[config.mk]
export PLATFORM = sky130hd
export DESIGN_NAME = uint64_to_decimal_text
export DESIGN_NICKNAME = d
export VERILOG_FILES = /design/src/rtl/core/u2d_pkg.sv /design/src/rtl/core/u2d_dabble_unit.sv /design/src/rtl/core/uint64_to_decimal_text.sv
export SDC_FILE = /design/constraint.sdc
export NUM_CORES = 1
export LEC_CHECK = 0
export ABC_AREA = 1
export BUFFER_PORTS_ARGS = -buffer_cell sky130_fd_sc_hd__buf_2
export CAP_MARGIN = 20
export CORE_ASPECT_RATIO = 1.2
export CORE_MARGIN = 5
export CORE_UTILIZATION = 32
export DETAILED_ROUTE_END_ITERATION = 16
export GPL_TIMING_DRIVEN = 0
export PLACE_DENSITY = 0.57
export SYNTH_ARGS = -nofsm -noshare
export SYNTH_HDL_FRONTEND = slang
export SYNTH_HIERARCHICAL = 1
export SYNTH_SLANG_ARGS = --single-unit
[constraint.sdc]
create_clock -name clk -period 5 [get_ports clk]
set_input_delay 0.5 -clock clk [delete_from_list [all_inputs] [get_ports clk]]
set_output_delay 0.5 -clock clk [all_outputs]
set_load 0.05 [all_outputs]
[src/rtl/core/u2d_pkg.sv]
// shared types and constants for the binary to decimal text converter
`timescale 1ns / 1ps

package u2d_pkg;

  localparam int unsigned DIGIT_W = 4;
  localparam logic [5:0] ASCII_ZERO = 6'd48;
  localparam logic [DIGIT_W-1:0] DABBLE_LIMIT = 4'd5;
  localparam logic [DIGIT_W-1:0] DABBLE_ADJUST = 4'd3;

  // sequencer states, one-hot
  typedef enum logic [3:0] {
    ST_IDLE    = 4'b0001,
    ST_CONVERT = 4'b0010,
    ST_SKIP    = 4'b0100,
    ST_EMIT    = 4'b1000
  } state_t;

  // commands from the sequencer to the digit unit
  typedef struct packed {
    logic clear;        // zero all digits
    logic dabble;       // add-3 correct and shift in one binary bit
    logic dabble_bit;   // bit shifted in on dabble
    logic digit_shift;  // move every digit up one place
  } dabble_ctrl_t;

endpackage

[src/rtl/core/u2d_dabble_unit.sv]
// bcd digit register with the shared shift-and-add-3 step
`timescale 1ns / 1ps

module u2d_dabble_unit
  import u2d_pkg::*;
#(
  parameter int unsigned MAX_DIGITS = 20
) (
  input  logic                clk,
  input  dabble_ctrl_t        ctrl,
  output logic [DIGIT_W-1:0]  top_digit,
  output logic                carry_out
);

  localparam int unsigned BCD_W = MAX_DIGITS * DIGIT_W;

  logic [BCD_W-1:0] bcd;
  logic [BCD_W-1:0] corrected;

  // per-digit correction, digits are independent
  always_comb begin
    for (int i = 0; i < MAX_DIGITS; i++) begin
      if (bcd[i*DIGIT_W +: DIGIT_W] >= DABBLE_LIMIT) begin
        corrected[i*DIGIT_W +: DIGIT_W] = bcd[i*DIGIT_W +: DIGIT_W] + DABBLE_ADJUST;
      end else begin
        corrected[i*DIGIT_W +: DIGIT_W] = bcd[i*DIGIT_W +: DIGIT_W];
      end
    end
  end

  assign carry_out = corrected[BCD_W-1];
  assign top_digit = bcd[BCD_W-1 -: DIGIT_W];

  always_ff @(posedge clk) begin
    if (ctrl.clear) begin
      bcd <= '0;
    end else if (ctrl.dabble) begin
      bcd <= {corrected[BCD_W-2:0], ctrl.dabble_bit};
    end else if (ctrl.digit_shift) begin
      bcd <= {bcd[BCD_W-DIGIT_W-1:0], {DIGIT_W{1'b0}}};
    end
  end

endmodule

[src/rtl/core/uint64_to_decimal_text.sv]
// top level: unsigned binary to ascii decimal text converter
//
//  channel | signals                          | transaction
//  --------+----------------------------------+-------------------------------------
//  in      | in_valid, in_ready, binary_value | one binary value to convert
//  out     | out_valid, out_ready, digit_char,| one ascii digit, most significant
//          | last_digit                       | first, last_digit on the final one
//
// one value is accepted, then shifted in msb first over VALUE_BITS shift-and-add-3
// steps through the shared digit unit, its leading zeros are suppressed, and its
// digits are then delivered, one on each accepted out handshake
// in_ready is high only while the sequencer is idle
// a stalled out_ready simply holds the current digit on the port
// rst is synchronous and returns the sequencer to idle
`timescale 1ns / 1ps

module uint64_to_decimal_text
  import u2d_pkg::*;
#(
  parameter int unsigned VALUE_BITS = 64,
  parameter int unsigned MAX_DIGITS = 20
) (
  input  logic        clk,
  input  logic        rst,
  input  logic        in_valid,
  output logic        in_ready,
  input  logic [63:0] binary_value,
  output logic        out_valid,
  input  logic        out_ready,
  output logic [5:0]  digit_char,
  output logic        last_digit
);

  localparam int unsigned BCW = $clog2(VALUE_BITS + 1);
  localparam int unsigned DCW = $clog2(MAX_DIGITS + 1);

  state_t                 state;
  state_t                 state_next;
  logic [VALUE_BITS-1:0]  value;     // binary bits still to shift in, msb first
  logic [BCW-1:0]         bit_cnt;
  logic [DCW-1:0]         digit_cnt; // digits left in the window
  logic                   overflow;  // value needs more than MAX_DIGITS digits
  dabble_ctrl_t           ctrl;
  logic [DIGIT_W-1:0]     top_digit;
  logic                   carry_out;

  logic in_fire;
  logic out_fire;

  assign in_ready  = (state == ST_IDLE);
  assign out_valid = (state == ST_EMIT);
  assign in_fire   = in_valid && in_ready;
  assign out_fire  = out_valid && out_ready;

  assign digit_char = ASCII_ZERO + {2'b00, top_digit};
  assign last_digit = (digit_cnt == DCW'(1));

  // unit commands
  always_comb begin
    ctrl.clear       = in_fire;
    ctrl.dabble      = (state == ST_CONVERT);
    ctrl.dabble_bit  = value[VALUE_BITS-1];
    ctrl.digit_shift = 1'b0;
    case (state)
      ST_SKIP: begin
        // drop a leading zero unless it is the only digit left or the window overflowed
        ctrl.digit_shift = !overflow && (top_digit == '0) && (digit_cnt != DCW'(1));
      end
      ST_EMIT: begin
        ctrl.digit_shift = out_fire && (digit_cnt != DCW'(1));
      end
      default: begin
        ctrl.digit_shift = 1'b0;
      end
    endcase
  end

  always_comb begin
    state_next = state;
    case (state)
      ST_IDLE: begin
        if (in_fire) begin
          state_next = ST_CONVERT;
        end
      end
      ST_CONVERT: begin
        if (bit_cnt == BCW'(1)) begin
          state_next = ST_SKIP;
        end
      end
      ST_SKIP: begin
        if (!ctrl.digit_shift) begin
          state_next = ST_EMIT;
        end
      end
      ST_EMIT: begin
        if (out_fire && (digit_cnt == DCW'(1))) begin
          state_next = ST_IDLE;
        end
      end
      default: begin
        state_next = ST_IDLE;
      end
    endcase
  end

  always_ff @(posedge clk) begin
    if (rst) begin
      state <= ST_IDLE;
    end else begin
      state <= state_next;
    end
  end

  // datapath and counters
  always_ff @(posedge clk) begin
    if (in_fire) begin
      value     <= binary_value[VALUE_BITS-1:0];
      bit_cnt   <= BCW'(VALUE_BITS);
      digit_cnt <= DCW'(MAX_DIGITS);
      overflow  <= 1'b0;
    end else if (state == ST_CONVERT) begin
      value   <= {value[VALUE_BITS-2:0], 1'b0};
      bit_cnt <= bit_cnt - BCW'(1);
      // a carry out of the top digit means the full value no longer fits
      if (carry_out) begin
        overflow <= 1'b1;
      end
    end else if (ctrl.digit_shift) begin
      digit_cnt <= digit_cnt - DCW'(1);
    end
  end

  u2d_dabble_unit #(
    .MAX_DIGITS(MAX_DIGITS)
  ) u_dabble (
    .clk       (clk),
    .ctrl      (ctrl),
    .top_digit (top_digit),
    .carry_out (carry_out)
  );

endmodule

==> run summary <==
Comb pwr share: 0.382
largest net degree at the start of global routing: 65
Worst Skew: 0.0204 ns
routed len/inst: 14.1 um
GR Layer Usage met3: 0.0293
die footprint: 32200 um^2
FILL cells: 3013
Final setup viols: 0
share of cells above drive strength 1: 0.124
Total Routing Usage GR: 0.154
max_slew headroom: 0.433
Synth Instances: 1253
YS warnings: 6
Worst Tran Pin Value: 0.850 ns
Port Buffer Count: 74
Seq pwr share: 0.385
register area share after synthesis: 0.421
Initial Util: 0.322
DRC Markers: 0
Tcrit/Tclk final: 0.509
met1 usage: 0.202
Post-Route WL: 24600 um
row cnt: 68
Longest Clk Path Bufs: 2
Pint: 0.00337 W
RR Endpoint: u_dabble/bcd[30]
Die Ht: 196 um
H-Tree Depth: 4
antenna cells: 0
max-slew violations: 0
share of the synthesized area in the top cell type: 0.212
Worst R2R Start: state[2]
Root Driver: clkbuf_16
switching share of total power: 0.410
antenna violations before repair: 0
first-pass GRT wire length: 39900 um
# hold bufs at CTS: 0
# IOs: 77
hold path start: rst
total of max-cap violations: 0
nets: 1459
total grt overflow: 0
Mapped Avg Cell Area: 7.33 um^2
Post-Syn Area: 9180 um^2
Clock Pin Slew Worst Setup and Hold Paths: 0.08 ns
Hold Vio Cnt, Final: 0
Die X: 165 um
cell area power density: 536 nW/um^2
1st-iter DRT viols: 532
worst path required time: 5.38 ns
cell taking the most area after synthesis: dfxtp_1
Area Growth Syn to Fin: 16.1%
# clock sinks: 161
CORE AREA: 28500 um^2
status: finished, final reports clean
#FFs+latches synth: 161
Worst setup endpoint: u_dabble/bcd[30]
busiest layer in global routing: met2
synth top area cells: dfxtp_1 21%, edfxtp_1 21%, nand2_1 15%
Design Area, Final: 10700 um^2
peak supply drop: 0.000232 V
Placer Congestion: 0.823
Vias per Instance: 4.74
Cell variety after synth: 36
via count: 8275
Final ANT Viol Nets: 0
total CTS buffers: 17
RSZ-0062 raised after global routing: no
worst reg-to-reg setup slack: 2.46 ns
Worst setup SP type: register
critical path launch point: state[2]
cts repair resizes: 0
setup_tns: 0 ns
vias in the first global route: 7828
Placed Area: 10000 um^2
Tmin final: 2.54 ns
worst min path class: primary input to register
CP Data Arrival Time: 2.92 ns
hpwl dp: 17100 um
clock power share: 0.233
GRT met2 Usage: 0.254
CP max FO: 10
TritonRoute pass-1 iters: 5
R2R cell count: 13
achievable frequency: 0.393 GHz
Setup CP Type: register to register
Clock Latency Late Sink: 0.44 ns
Pleak: 4.86 nW
TritonCTS clock tree: yes
NetSw: 0.00234 W
Post-CTS Setup Bufs: 0
crit end category: register
Yosys cell counts:
library cell  number
nand2_1          372
inv_1            175
o21ai_0          142
a21oi_1          104
dfxtp_1           97
nand3_1           66
edfxtp_1          64
ha_1              44
nor2_1            35
xor2_1            24
buf_4             19
buf_2             18
a211oi_1          16
clkbuf_1          12
nand4_1           12
o21ai_1            9
inv_2              8
a31oi_1            5
buf_1              4
nor3_1             4
nand2_2            3
buf_6              2
nand2_4            2
nor2_2             2
o211ai_1           2
xnor2_1            2
a211oi_2           1
clkbuf_2           1
clkinv_4           1
conb_1             1
inv_4              1
nor2_4             1
nor3_4             1
o21bai_1           1
o31ai_1            1
or2_2              1
critical path, stage by stage (launching register included):
cell,delay (ns)
dfxtp_1,0.37
inv_2,0.06
nand2_2,0.12
nor3_4,0.06
nand2_2,0.19
inv_2,0.16
buf_4,0.21
buf_6,0.16
clkinv_4,0.08
clkbuf_1,0.52
o21ai_0,0.21
a21oi_1,0.19
o21ai_1,0.09
inv_1,0.05
worst min path at each step:
stage,end,cells after the start
after detailed placement,bit_cnt[6],1
after CTS,state[1],2
after floorplan,bit_cnt[6],1
after global placement,bit_cnt[6],1
final,state[1],2
after global routing,state[1],2
cell usage in the layout (no fill, tap or decap), types with 2 or more instances in the layout:
cell	n
xor2_1	24
ha_1	44
buf_4	19
a21oi_1	104
dfxtp_1	97
inv_2	8
clkinv_4	2
conb_1	2
nand2_4	3
a211oi_1	16
nand4_1	12
nor2_2	2
a31oi_1	5
nand2_2	3
buf_2	92
inv_8	4
xnor2_1	2
inv_1	175
inv_6	3
buf_1	4
o21ai_0	142
nor2_1	35
o21ai_1	9
clkbuf_16	17
clkbuf_1	12
edfxtp_1	64
clkinv_8	6
nand3_1	66
nor3_1	4
nand2_1	371
o211ai_1	2
buf_6	2
per-stage QoR:
stage          std cells  power [W]  hold slack (ns)  setup WS, ns   util
6_report            1745    0.00571            0.222          2.46  0.374
5_1_grt             1745    0.00616            0.213          2.23  0.374
4_1_cts             1745    0.00575            0.214          2.38  0.374
3_5_place_dp        1713    0.00441            0.467          2.40  0.352
3_3_place_gp        1713    0.00439            0.466          1.34  0.352
2_1_floorplan       1254    0.00380            0.445          1.83      -
final cells by class:
class,count,area (um^2),area share
multi-input combinational,852,4300,0.404
sequential,161,3860,0.363
inverter,185,702,0.0659
tap,385,482,0.0452
clock buffer,17,425,0.0399
timing repair buffer,74,370,0.0348
buffer,56,320,0.0301
clock inverter,15,185,0.0174
logic make-up (layout without fill, tap and decap cells):
logic type | count (synthesis) | after routing | synth area share
adder cells (fa/ha/maj) | 44 | 44 | 0.0600
AND/OR/NAND/NOR | 499 | 499 | 0.222
flip-flops | 161 | 161 | 0.421
AO/OA/AOI/OAI | 281 | 281 | 0.160
buffers and inverters | 241 | 347 | 0.111
XOR/XNOR | 26 | 26 | 0.0248
other | 1 | 2 | 0.000409
state kept, by name (all words and copies together) (netlist names):
signal and count:
overflow 1, bit_cnt 7, u_dabble/bcd 80, digit_cnt 5, state 4, value 64
power groups by stage:
stage	combinational [W]	sequential, W	clock (W)
after detailed placement	0.00219	0.00222	0
after floorplan	0.00163	0.00216	0
after global routing	0.00250	0.00225	0.00141
after global placement	0.00216	0.00223	0
after CTS	0.00220	0.00220	0.00135
final	0.00218	0.00220	0.00133
metal layers:
layer	share of wire	up-vias
li1	-	4233
met1	0.45	3765
met3	0.053	44
met5	0	-
met2	0.47	233
met4	0.026	0
Note: power is estimated with default switching activity, not from simulation.
